===== src/rtl/core/cst_pkg.sv =====
`timescale 1ns / 1ps

package cst_pkg;

    localparam int NUM_SEMAPHORES = 10;
    localparam int MAX_WAITERS    = 16;

    localparam int SLOT_W     = (NUM_SEMAPHORES > 1) ? $clog2(NUM_SEMAPHORES) : 1;
    localparam int QW         = (MAX_WAITERS > 1) ? $clog2(MAX_WAITERS) : 1;
    localparam int LW         = $clog2(MAX_WAITERS + 1);
    localparam int WAIT_DEPTH = NUM_SEMAPHORES * MAX_WAITERS;
    localparam int WA_W       = (WAIT_DEPTH > 1) ? $clog2(WAIT_DEPTH) : 1;

    typedef enum logic [1:0] {
        OP_CREATE  = 2'd0,
        OP_WAIT    = 2'd1,
        OP_SIGNAL  = 2'd2,
        OP_DESTROY = 2'd3
    } t_op;

    typedef enum logic [1:0] {
        ST_OK     = 2'd0,
        ST_NOSLOT = 2'd1,
        ST_BAD    = 2'd2,
        ST_FULL   = 2'd3
    } t_status;

    typedef enum logic [1:0] {
        S_IDLE,
        S_EXEC,
        S_POP
    } t_state;

    typedef struct packed {
        logic [7:0]         owner;
        logic signed [15:0] count;
        logic [QW-1:0]      head;
        logic [LW-1:0]      len;
    } t_meta;

    localparam int META_W = $bits(t_meta);

    function automatic logic [WA_W-1:0] waiter_addr(input logic [SLOT_W-1:0] slot,
                                                    input logic [QW-1:0] pos);
        waiter_addr = WA_W'(slot) * WA_W'(MAX_WAITERS) + WA_W'(pos);
    endfunction

    function automatic logic [QW-1:0] pos_inc(input logic [QW-1:0] pos);
        pos_inc = (pos == QW'(MAX_WAITERS - 1)) ? QW'(0) : pos + QW'(1);
    endfunction

endpackage


===== src/rtl/core/counting_semaphore_table.sv =====
// channel   direction  handshake              payload
// request   in         start && !busy         i_opcode i_sem_index i_caller_id i_initial_value
// result    out        o_strobe, one cycle    o_status o_granted_index o_caller_blocked
//                                             o_woken_valid o_woken_thread o_last
//
// create, wait and signal without a wakeup end in S_EXEC; a signal that wakes a thread adds S_POP
// destroy: S_EXEC alone with an empty queue, else S_POP gives one result a cycle per waiter
// S_EXEC uses the registered slot memory read, S_POP the registered waiter memory read
// reset: i_rst_n low frees every slot, no clearing pass follows
// results are registered and shown for one cycle; the receiver cannot stall them
`timescale 1ns / 1ps

module counting_semaphore_table (
    input  logic               i_clk,
    input  logic               i_rst_n,
    input  logic               start,
    output logic               busy,
    input  logic [1:0]         i_opcode,
    input  logic [3:0]         i_sem_index,
    input  logic [7:0]         i_caller_id,
    input  logic signed [15:0] i_initial_value,
    output logic               o_strobe,
    output logic [1:0]         o_status,
    output logic [3:0]         o_granted_index,
    output logic               o_caller_blocked,
    output logic               o_woken_valid,
    output logic [7:0]         o_woken_thread,
    output logic               o_last
);

    import cst_pkg::*;

    t_state                    r_state, n_state;
    logic [NUM_SEMAPHORES-1:0] r_in_use, n_in_use;

    t_op                r_op;
    logic [SLOT_W-1:0]  r_slot;
    logic               r_idx_ok;
    logic [7:0]         r_caller;
    logic signed [15:0] r_init;

    logic [QW-1:0] r_head, n_head;
    logic [LW-1:0] r_len, n_len;

    logic               r_strobe, n_strobe;
    t_status            r_status, n_status;
    logic [3:0]         r_granted, n_granted;
    logic               r_blocked, n_blocked;
    logic               r_woken_valid, n_woken_valid;
    logic [7:0]         r_woken_thread, n_woken_thread;
    logic               r_last, n_last;

    logic                accept;
    logic                idx_ok;
    logic                meta_we;
    logic [SLOT_W-1:0]   meta_waddr;
    t_meta               meta_wdata;
    logic [SLOT_W-1:0]   meta_raddr;
    logic [META_W-1:0]   meta_rdata;
    t_meta               m;
    logic                wt_we;
    logic [WA_W-1:0]     wt_waddr;
    logic [WA_W-1:0]     wt_raddr;
    logic [7:0]          wt_rdata;

    logic               free_found;
    logic [SLOT_W-1:0]  free_slot;
    logic               ex_ok;
    logic signed [15:0] cnt_dec;
    logic signed [15:0] cnt_inc;
    logic               blocks;
    logic               q_full;
    logic               owner_ok;
    logic               wake;
    logic               drain;
    logic [QW:0]        tail_sum;
    logic [QW-1:0]      tail;
    logic               pop_last;

    assign accept = start && !busy;
    assign busy   = (r_state != S_IDLE);
    assign idx_ok = ({1'b0, i_sem_index} < 5'(NUM_SEMAPHORES));
    assign meta_raddr = idx_ok ? i_sem_index[SLOT_W-1:0] : '0;
    assign m = t_meta'(meta_rdata);

    cst_ram #(
        .WIDTH (META_W),
        .DEPTH (NUM_SEMAPHORES)
    ) u_meta_ram (
        .i_clk   (i_clk),
        .i_we    (meta_we),
        .i_waddr (meta_waddr),
        .i_wdata (meta_wdata),
        .i_raddr (meta_raddr),
        .o_rdata (meta_rdata)
    );

    cst_ram #(
        .WIDTH (8),
        .DEPTH (WAIT_DEPTH)
    ) u_waiter_ram (
        .i_clk   (i_clk),
        .i_we    (wt_we),
        .i_waddr (wt_waddr),
        .i_wdata (r_caller),
        .i_raddr (wt_raddr),
        .o_rdata (wt_rdata)
    );

    // lowest free slot
    always_comb begin
        free_found = 1'b0;
        free_slot  = '0;
        for (int k = NUM_SEMAPHORES - 1; k >= 0; k--) begin
            if (!r_in_use[k]) begin
                free_found = 1'b1;
                free_slot  = SLOT_W'(k);
            end
        end
    end

    always_comb begin
        ex_ok    = r_idx_ok && r_in_use[r_slot];
        cnt_dec  = (m.count == 16'sh8000) ? m.count : m.count - 16'sd1;
        cnt_inc  = (m.count == 16'sh7fff) ? m.count : m.count + 16'sd1;
        blocks   = cnt_dec[15];
        q_full   = (m.len >= LW'(MAX_WAITERS));
        owner_ok = (m.owner == r_caller);
        wake     = ex_ok && (r_op == OP_SIGNAL) && (cnt_inc <= 16'sd0) && (m.len != '0);
        drain    = ex_ok && (r_op == OP_DESTROY) && owner_ok && (m.len != '0);
        tail_sum = {1'b0, m.head} + (QW+1)'(m.len);
        tail     = (tail_sum >= (QW+1)'(MAX_WAITERS))
                 ? QW'(tail_sum - (QW+1)'(MAX_WAITERS)) : QW'(tail_sum);
        pop_last = (r_len == LW'(1));
    end

    // next state
    always_comb begin
        n_state = r_state;
        unique case (r_state)
            S_IDLE: begin
                if (accept) begin
                    n_state = S_EXEC;
                end
            end
            S_EXEC: begin
                n_state = (wake || drain) ? S_POP : S_IDLE;
            end
            S_POP: begin
                if (pop_last) begin
                    n_state = S_IDLE;
                end
            end
            default: n_state = S_IDLE;
        endcase
    end

    // datapath and results
    always_comb begin
        n_in_use       = r_in_use;
        n_head         = r_head;
        n_len          = r_len;
        n_strobe       = 1'b0;
        n_status       = ST_OK;
        n_granted      = '0;
        n_blocked      = 1'b0;
        n_woken_valid  = 1'b0;
        n_woken_thread = '0;
        n_last         = 1'b1;
        meta_we        = 1'b0;
        meta_waddr     = r_slot;
        meta_wdata     = m;
        wt_we          = 1'b0;
        wt_waddr       = waiter_addr(r_slot, tail);
        wt_raddr       = waiter_addr(r_slot, m.head);

        unique case (r_state)
            S_IDLE: begin
            end
            S_EXEC: begin
                n_strobe = 1'b1;
                if (r_op == OP_CREATE) begin
                    if (!free_found) begin
                        n_status = ST_NOSLOT;
                    end else begin
                        meta_we             = 1'b1;
                        meta_waddr          = free_slot;
                        meta_wdata.owner    = r_caller;
                        meta_wdata.count    = r_init;
                        meta_wdata.head     = '0;
                        meta_wdata.len      = '0;
                        n_in_use[free_slot] = 1'b1;
                        n_granted           = 4'(free_slot);
                    end
                end else if (!ex_ok) begin
                    n_status = ST_BAD;
                end else begin
                    case (r_op)
                        OP_WAIT: begin
                            if (blocks && q_full) begin
                                n_status = ST_FULL;
                            end else begin
                                meta_we          = 1'b1;
                                meta_wdata.count = cnt_dec;
                                if (blocks) begin
                                    meta_wdata.len = m.len + LW'(1);
                                    wt_we          = 1'b1;
                                    n_blocked      = 1'b1;
                                end
                            end
                        end
                        OP_SIGNAL: begin
                            meta_we          = 1'b1;
                            meta_wdata.count = cnt_inc;
                            if (wake) begin
                                meta_wdata.head = pos_inc(m.head);
                                meta_wdata.len  = m.len - LW'(1);
                                n_strobe        = 1'b0;
                                n_head          = pos_inc(m.head);
                                n_len           = LW'(1);
                            end
                        end
                        OP_DESTROY: begin
                            if (!owner_ok) begin
                                n_status = ST_BAD;
                            end else if (drain) begin
                                n_strobe = 1'b0;
                                n_head   = pos_inc(m.head);
                                n_len    = m.len;
                            end else begin
                                n_in_use[r_slot] = 1'b0;
                            end
                        end
                        default: begin
                        end
                    endcase
                end
            end
            S_POP: begin
                n_strobe       = 1'b1;
                n_woken_valid  = 1'b1;
                n_woken_thread = wt_rdata;
                n_last         = pop_last;
                wt_raddr       = waiter_addr(r_slot, r_head);
                n_head         = pos_inc(r_head);
                n_len          = r_len - LW'(1);
                if (pop_last && (r_op == OP_DESTROY)) begin
                    n_in_use[r_slot] = 1'b0;
                end
            end
            default: begin
            end
        endcase
    end

    always_ff @(posedge i_clk) begin
        if (!i_rst_n) begin
            r_state  <= S_IDLE;
            r_in_use <= '0;
            r_strobe <= 1'b0;
        end else begin
            r_state  <= n_state;
            r_in_use <= n_in_use;
            r_strobe <= n_strobe;
        end
    end

    always_ff @(posedge i_clk) begin
        if (accept) begin
            r_op     <= t_op'(i_opcode);
            r_slot   <= meta_raddr;
            r_idx_ok <= idx_ok;
            r_caller <= i_caller_id;
            r_init   <= i_initial_value;
        end
        r_head         <= n_head;
        r_len          <= n_len;
        r_status       <= n_status;
        r_granted      <= n_granted;
        r_blocked      <= n_blocked;
        r_woken_valid  <= n_woken_valid;
        r_woken_thread <= n_woken_thread;
        r_last         <= n_last;
    end

    assign o_strobe         = r_strobe;
    assign o_status         = r_status;
    assign o_granted_index  = r_granted;
    assign o_caller_blocked = r_blocked;
    assign o_woken_valid    = r_woken_valid;
    assign o_woken_thread   = r_woken_thread;
    assign o_last           = r_last;

    a_strobe_after_busy: assert property (@(posedge i_clk) disable iff (!i_rst_n)
        o_strobe |-> $past(busy))
        else $error("result without a request in progress");

    a_accept_busy: assert property (@(posedge i_clk) disable iff (!i_rst_n)
        (start && !busy) |=> busy)
        else $error("request accepted but block not busy");

    a_gap_after_last: assert property (@(posedge i_clk) disable iff (!i_rst_n)
        (o_strobe && o_last) |=> !o_strobe)
        else $error("result directly after final result");

    a_drain_contiguous: assert property (@(posedge i_clk) disable iff (!i_rst_n)
        (o_strobe && !o_last) |=> (o_strobe && o_woken_valid))
        else $error("waiter release interrupted");

    a_pop_nonempty: assert property (@(posedge i_clk) disable iff (!i_rst_n)
        (r_state == S_POP) |-> (r_len != '0))
        else $error("pop from an empty wait queue");

    a_blocked_alone: assert property (@(posedge i_clk) disable iff (!i_rst_n)
        (o_strobe && o_caller_blocked) |-> (o_last && !o_woken_valid && o_status == ST_OK))
        else $error("blocked result malformed");

endmodule


===== src/rtl/core/cst_ram.sv =====
`timescale 1ns / 1ps

module cst_ram #(
    parameter int  WIDTH = 8,
    parameter int  DEPTH = 16,
    localparam int AW    = (DEPTH > 1) ? $clog2(DEPTH) : 1
) (
    input  logic             i_clk,
    input  logic             i_we,
    input  logic [AW-1:0]    i_waddr,
    input  logic [WIDTH-1:0] i_wdata,
    input  logic [AW-1:0]    i_raddr,
    output logic [WIDTH-1:0] o_rdata
);

    logic [WIDTH-1:0] r_mem [DEPTH];
    logic [WIDTH-1:0] r_rdata;

    always_ff @(posedge i_clk) begin
        if (i_we) begin
            r_mem[i_waddr] <= i_wdata;
        end
        r_rdata <= r_mem[i_raddr];
    end

    assign o_rdata = r_rdata;

endmodule


===== config.mk =====
export PLATFORM = sky130hd
export DESIGN_NAME = counting_semaphore_table
export DESIGN_NICKNAME = d
export VERILOG_FILES = /design/src/rtl/core/cst_pkg.sv /design/src/rtl/core/counting_semaphore_table.sv /design/src/rtl/core/cst_ram.sv
export SDC_FILE = /design/constraint.sdc
export NUM_CORES = 2
export LEC_CHECK = 0
export BUFFER_PORTS_ARGS = -buffer_cell sky130_fd_sc_hd__buf_2
export CAP_MARGIN = 20
export CORE_ASPECT_RATIO = 1.4
export CORE_MARGIN = 4
export CORE_UTILIZATION = 31
export DETAILED_ROUTE_END_ITERATION = 16
export PLACE_DENSITY = 0.46
export SYNTH_ARGS = -nofsm -noshare
export SYNTH_HDL_FRONTEND = slang
export SYNTH_SLANG_ARGS = --single-unit

===== constraint.sdc =====
create_clock -name i_clk -period 6 [get_ports i_clk]
set_clock_uncertainty 0.05 [all_clocks]
set_input_delay 1.2 -clock i_clk [delete_from_list [all_inputs] [get_ports i_clk]]
set_output_delay 1.2 -clock i_clk [all_outputs]
set_load 0.03 [all_outputs]

* Word level (Yosys, flattened, before mapping) *
Memories as Yosys holds them, arrays and structs flattened. A register that Yosys moved wholly into a read port is not among the register bits.
Index checks and enable logic that the tools add are counted.

storage, ports and cells
  logic and storage cells = 193
  bits in writable memories = 1,610
  memories kept = 2
  register bits = 70
  input port bits = 33
  output and inout port bits = 19

cells by class
  muxes and demuxes = 104
  $lt $le $gt $ge = 8
  $add $sub $neg = 12
  reductions and logical operators = 23
  bitwise operators = 3
  eq/ne operators = 25

memories
  memory              depth  bits a word  rd ports  clocked after memory_dff  write ports  RTL line       RTL
  u_waiter_ram.r_mem  160    8            1         1                         1            cst_ram.sv:16  logic [WIDTH-1:0] r_mem [DEPTH];
  u_meta_ram.r_mem    10     33           1         1                         1            cst_ram.sv:16

operators by type and width
  cell                                                                                count
  4-bit 2-to-1 mux                                                                    23
  10-bit 2-to-1 mux                                                                   7
  33-bit 2-to-1 mux                                                                   2
  25-bit 2-to-1 mux                                                                   2
  16-bit 2-to-1 mux                                                                   3
  1-bit 2-to-1 mux                                                                    35
  5-bit 2-to-1 mux                                                                    7
  16-bit equality test (second input constant)                                        2
  16-bit one-hot mux with 2 select lines                                              1
  5-bit one-hot mux with 2 select lines                                               3
  3-bit != test (second input constant)                                               9
  8-bit by 4-bit adder with 8-bit output                                              3
  10-bit one-hot mux with 2 select lines                                              1
  16-bit by 2-bit adder with 16-bit output (second input constant)                    1
  16-bit by 1-bit less-or-equal comparator with 1-bit output (second input constant)  1
  8-bit 2-to-1 mux                                                                    2
  4-bit one-hot mux with 2 select lines                                               2
  16-bit by 2-bit subtractor with 16-bit output (second input constant)               1
  2-bit 2-to-1 mux                                                                    7
  7-bit AND reduction                                                                 2
  1-bit logical AND                                                                   12
  10-bit AND                                                                          1
  5-bit greater-or-equal comparator (second input constant)                           2
  4-bit by 5-bit less-than comparator with 1-bit output (second input constant)       2
  28 further kinds                                                                    44

* Logic depth before layout (Yosys ltp) *
  word-level depth = 18
  depth in mapped cells = 13
  depth with buffers taken out = 10

* Hierarchy *
Synthesis repeated with hierarchy kept, for this count alone.

unflattened totals
  cells, all modules = 3,922
  area, all modules = 69,635.5 um^2

modules (own cells, without submodules)
  module                    area an instance (um^2)  seq. area each (um^2)  instances  cells an instance
  cst_ram (u_waiter_ram)    50,382.1                 38,597.0               1          2,489
  cst_ram (u_meta_ram)      13,526.7                 10,570.1               1          719
  counting_semaphore_table  5,726.7                  1,801.7                1          714

* Worst setup path before layout *
No wires, ideal clock.

  kind = flip-flop to flip-flop
  start point = register u_meta_ram.r_rdata[18] (netlist: u_meta_ram.o_rdata[18]) (read register of u_meta_ram.r_mem)
  end point = memory u_meta_ram.r_mem[6][0] (netlist bit) (enable)
  slack = 1.047 ns
  buffers on the path = 1
  setup time = 0.464 ns
  required time = 5.486 ns
  arrival time = 4.439 ns
  clock period less this slack = 4.953 ns
  stages on the path, launching flop included = 10
  path through = dfxtp_1 clkbuf_1 nor4_1 and4_1 nand3_1 a31oi_1 o21ai_0 a21oi_1 o21ai_0 nor3_1

between the ends
  cells in the longest elaborated chain, start to end = 10
  elaborated cells on any way between the ends = 11
  those cells by class = 1 x add/sub; 1 x eq/ne; 8 x mux; 1 x reduce/logical

ends and longest elaborated chain
  what                                                                                   RTL line                         RTL
  start: declaration                                                                     cst_ram.sv:17                    logic [WIDTH-1:0] r_rdata;
  16-bit by 2-bit subtractor with 16-bit output or 16-bit equality test (tied branches)  counting_semaphore_table.sv:124  cnt_dec = (m.count == 16'sh8000) ? m.count : m.count - 16'sd1;
  16-bit 2-to-1 mux *                                                                    counting_semaphore_table.sv:124
  1-bit logical AND *                                                                    counting_semaphore_table.sv:200  if (blocks && q_full) begin
  1-bit 2-to-1 mux *                                                                     counting_semaphore_table.sv:200
  1-bit one-hot mux with 2 select lines *                                                counting_semaphore_table.sv:198  case (r_op)
  1-bit 2-to-1 mux *                                                                     counting_semaphore_table.sv:195  end else if (!ex_ok) begin
  1-bit 2-to-1 mux *                                                                     counting_semaphore_table.sv:182  if (r_op == OP_CREATE) begin
  1-bit 2-to-1 mux *                                                                     counting_semaphore_table.sv:177  unique case (r_state)
  1-bit 2-to-1 mux *                                                                     cst_ram.sv:20                    if (i_we) begin
  1-bit 2-to-1 mux (implied by the code) *                                               cst_ram.sv:21                    r_mem[i_waddr] <= i_wdata;
  end: declaration                                                                       cst_ram.sv:16

Mark *: on every way between the ends. The rest lies on a longest branch, timed or not.

* Worst setup path after layout *
  start point = register u_meta_ram.r_rdata[11] (netlist: u_meta_ram.o_rdata[11]) (read register of u_meta_ram.r_mem)
  end point = memory u_waiter_ram.r_mem[1168][4] (netlist: u_waiter_ram.r_mem[146][4]) (enable)

between the ends
  cells in the longest elaborated chain, start to end = 10
  elaborated cells on any way between the ends = 12
  those cells by class = 1 x add/sub; 1 x eq/ne; 9 x mux; 1 x reduce/logical

ends and longest elaborated chain
  what                                                                                   RTL line
  16-bit by 2-bit subtractor with 16-bit output or 16-bit equality test (tied branches)  counting_semaphore_table.sv:124
  16-bit 2-to-1 mux *                                                                    counting_semaphore_table.sv:124
  1-bit 2-to-1 mux or 1-bit logical AND (tied branches)                                  counting_semaphore_table.sv:205, counting_semaphore_table.sv:200
  1-bit 2-to-1 mux *                                                                     counting_semaphore_table.sv:200
  1-bit 2-to-1 mux *                                                                     counting_semaphore_table.sv:198
  1-bit 2-to-1 mux *                                                                     counting_semaphore_table.sv:195
  1-bit 2-to-1 mux *                                                                     counting_semaphore_table.sv:182
  1-bit 2-to-1 mux *                                                                     counting_semaphore_table.sv:177
  1-bit 2-to-1 mux *                                                                     cst_ram.sv:20
  1-bit 2-to-1 mux (implied by the code) *                                               cst_ram.sv:21
  end: declaration                                                                       cst_ram.sv:16

Marked as above.

==> flow_metrics.tcl <==
set metrics [dict create \
    via_per_inst 5.185 \
    die_x_um 404.6 \
    rsz0062_at_grt "no" \
    synth-edff-count 1650 \
    min_path_type "flip-flop to flip-flop" \
    synth_area_leaders "edfxtp_1 (73%), mux4_2 (13%), dfxtp_1 (2.1%)" \
    place_congestion 0.8375 \
    cts_sinks 1721 \
    ant_nets 0 \
    synth.distinct_cells 73 \
    placementRows 203 \
    cts_tree "yes" \
    synth_seq_cells 1721 \
    ios 52 \
    die-area_mm2 0.2279 \
    postCtsSetupRepairBufs 0 \
    min_path_cells 2 \
    crit_required_ns 6.37 \
    status "completed" \
    antenna_found_initial 11 \
    synthTopCellsByCount "edfxtp_1 (1650), mux4_2 (379), nor2_1 (230)" \
    clockBufferDepth 4 \
    setup_violations 0 \
    ys_dominant_reg_cell "edfxtp_1" \
    placed_area_mm2 0.07283 \
    drt_pass1_iterations 6 \
    yosysTopAreaCell "edfxtp_1" \
    fin_nets 3794 \
    core_area_mm2 0.2187 \
    max_slew.worst_pin.slew_ns 1.167 \
    drt_iter0_drc 2888 \
    synth_cells 3562 \
    fmax_mhz 220.7 \
    maxCapViolations 0 \
    final.min_clock_period_ns 4.530 \
    r2r_cells 8 \
    async_reset_ff_share_pct 0 \
    clk-insertion-delay-late_ns 0.81 \
    ir_drop_v 0.0002361 \
    regArea_mm2 0.05097 \
    p_per_area_mw_per_mm2 337.6 \
    grt_pass1_vias 36820 \
    syn_to_final_growth_pct 14.59 \
    multiInputGateArea_mm2 0.01643 \
    drt_wl_total_mm 193.5 \
    netlist_area_mm2 0.06827 \
    final_cells 6751 \
    grt_pass1_wl_mm 277.2 \
    setup.worst_path.start_class "flip-flop" \
    drc 0 \
    grt_max_degree 107 \
    yosys.cell_count.top_type "edfxtp_1" \
    clockRootBuffer "clkbuf_16" \
    max_slew_margin_pct 21.86 \
    wl_per_cell_um 28.66 \
    fillers 20350 \
    hold_violations 0 \
    yosysTopAreaCellShare_pct 72.57 \
    layout-drive-gt1-share_pct 24.12 \
    fin_setup_tns_ns 0 \
    path_class "flip-flop to flip-flop" \
    ys_warn_count 0 \
    die_h_um 563.3 \
    synth_nets 3614 \
    ys_seq_area_share_pct 74.65 \
    end_kind "flip-flop" \
    grtUsageTotal_pct 16.80 \
    cts_hold_buf 0 \
    io_buffer_count 51 \
    initial_core_util_pct 31.22 \
    h-tree-depth 4 \
    path_clk_slew_ns 0.07 \
    hpwl_mm 119.6 \
    path_max_fanout 18 \
    post_cts_resized 0 \
    fin_area_mm2 0.07824 \
    power.total_mw 26.41 \
    avgSynthCellArea_um2 19.17 \
    worstPathArrival_ns 4.90 \
    p_leak_nw 24.38 \
    grt_overflow 0 \
    finalCritPeriodShare_pct 75.50 \
    numCtsBuffers 173 \
    slew_viol_final 0 \
    place_inst 6435 \
    vias 35010 \
]
==> path summary, 6_finish.rpt <==
kind	start	endpoint	slack (ns)
max	u_meta_ram.o_rdata[11]	u_waiter_ram.r_mem[146][4]	1.47
min	u_meta_ram.r_mem[8][8]	u_meta_ram.o_rdata[8]	0.46
max reg2reg	u_meta_ram.o_rdata[11]	u_waiter_ram.r_mem[146][4]	1.47
min reg2reg	u_meta_ram.r_mem[8][8]	u_meta_ram.o_rdata[8]	0.46
==> area by class of cell <==
cell class | instances | area share (%)
flip-flops and latches | 1721 | 65.15
multi-input cells | 1583 | 21.01
clock buffers | 208 | 5.781
well taps | 2870 | 4.590
repair buffers | 230 | 2.205
clock inverters | 102 | 1.099
inverters | 33 | 0.1583
diodes | 4 | 0.01279
==> cell usage in the layout, fill, tap and decap left out, drive strengths merged, types with 6 or more instances in the layout <==
cell | netlist | layout
a21oi | 99 | 99
a21boi | 14 | 14
mux4 | 379 | 379
edfxtp | 1650 | 1650
and2 | 20 | 20
buf | 70 | 229
clkinv | 2 | 76
and4 | 7 | 7
a21o | 12 | 12
nand4 | 14 | 14
xnor2 | 8 | 8
mux2i | 112 | 112
nor3 | 22 | 22
nand2 | 136 | 136
or4 | 6 | 6
a22oi | 41 | 41
a221oi | 10 | 10
xor2 | 16 | 16
clkinvlp | 0 | 8
o31ai | 6 | 6
a221o | 9 | 9
and3 | 6 | 6
a211oi | 8 | 8
a31oi | 17 | 17
o21ai | 97 | 97
nor2 | 230 | 230
nor2b | 12 | 12
inv | 31 | 37
a22o | 28 | 28
dfxtp | 71 | 71
o221ai | 70 | 70
bufinv | 0 | 14
o22ai | 11 | 11
nand3 | 45 | 45
mux2 | 44 | 44
nor4 | 12 | 12
o211ai | 18 | 18
clkbuf | 155 | 209
ha | 18 | 18
==> sequential cells by signal, indices dropped and copies added, names as in the netlist <==
| signal | cells |
|---|---|
| o_woken_thread | 8 |
| r_idx_ok | 1 |
| u_meta_ram.r_mem | 330 |
| u_waiter_ram.r_mem | 1280 |
| r_len | 5 |
| r_slot | 4 |
| o_woken_valid | 1 |
| o_caller_blocked | 1 |
| u_meta_ram.o_rdata | 33 |
| o_status | 2 |
| o_granted_index | 4 |
| o_strobe | 1 |
| r_op | 2 |
| u_waiter_ram.o_rdata | 8 |
| r_head | 4 |
| o_last | 1 |
| r_caller | 8 |
| r_state | 2 |
| r_in_use | 10 |
| r_init | 16 |
==> where the power goes <==
part / internal (mW) / switching, mW
Sequential: 13.3 / 0.117
Combinational: 0.847 / 1.62
Clock: 5.97 / 4.55
Total: 20.1 / 6.28
==> per-layer routing <==
layer	global-route usage, %	routed length [µm]	vias up
li1	-	-	15010
met1	20.47	75960	18810
met2	31.03	104000	912
met3	1.919	7756	279
met4	5.181	5744	2
met5	0	15	-
==> through the flow <==
| step | hold slack (ns) | utilization (%) | worst slack [ns] |
|---|---|---|---|
| after CTS | 0.4586 | 35.76 | 1.368 |
| after global placement | 0.4404 | 33.30 | 1.411 |
| after detailed placement | 0.4512 | 33.30 | 1.388 |
| final | 0.4608 | 35.77 | 1.470 |
| after floorplan | 0.3619 | - | 1.047 |
| after global routing | 0.4780 | 35.77 | 1.066 |
==> kinds of logic (layout without fill, tap and decap cells) <==
group | after synthesis | count (layout) | synth area share (%)
other | 0 | 4 | 0
XOR/XNOR | 24 | 24 | 0.3079
multiplexers | 535 | 535 | 14.87
buffers and inverters | 258 | 573 | 1.534
adder cells (fa/ha/maj) | 19 | 19 | 0.3592
AND/OR/NAND/NOR | 528 | 528 | 3.484
AO/OA/AOI/OAI | 477 | 477 | 4.791
flip-flops | 1721 | 1721 | 74.65
==> worst max-delay path, cell delays in order, from the launching register on <==
cell and delay, ns:
dfxtp_1 0.50, nor4_1 0.77, and4_1 0.39, o21a_1 0.17, nand2_1 0.12, nor3_2 0.17, buf_4 0.34, nand3_1 0.72
nor2_1 0.87
(Power assumes the default switching activity.)
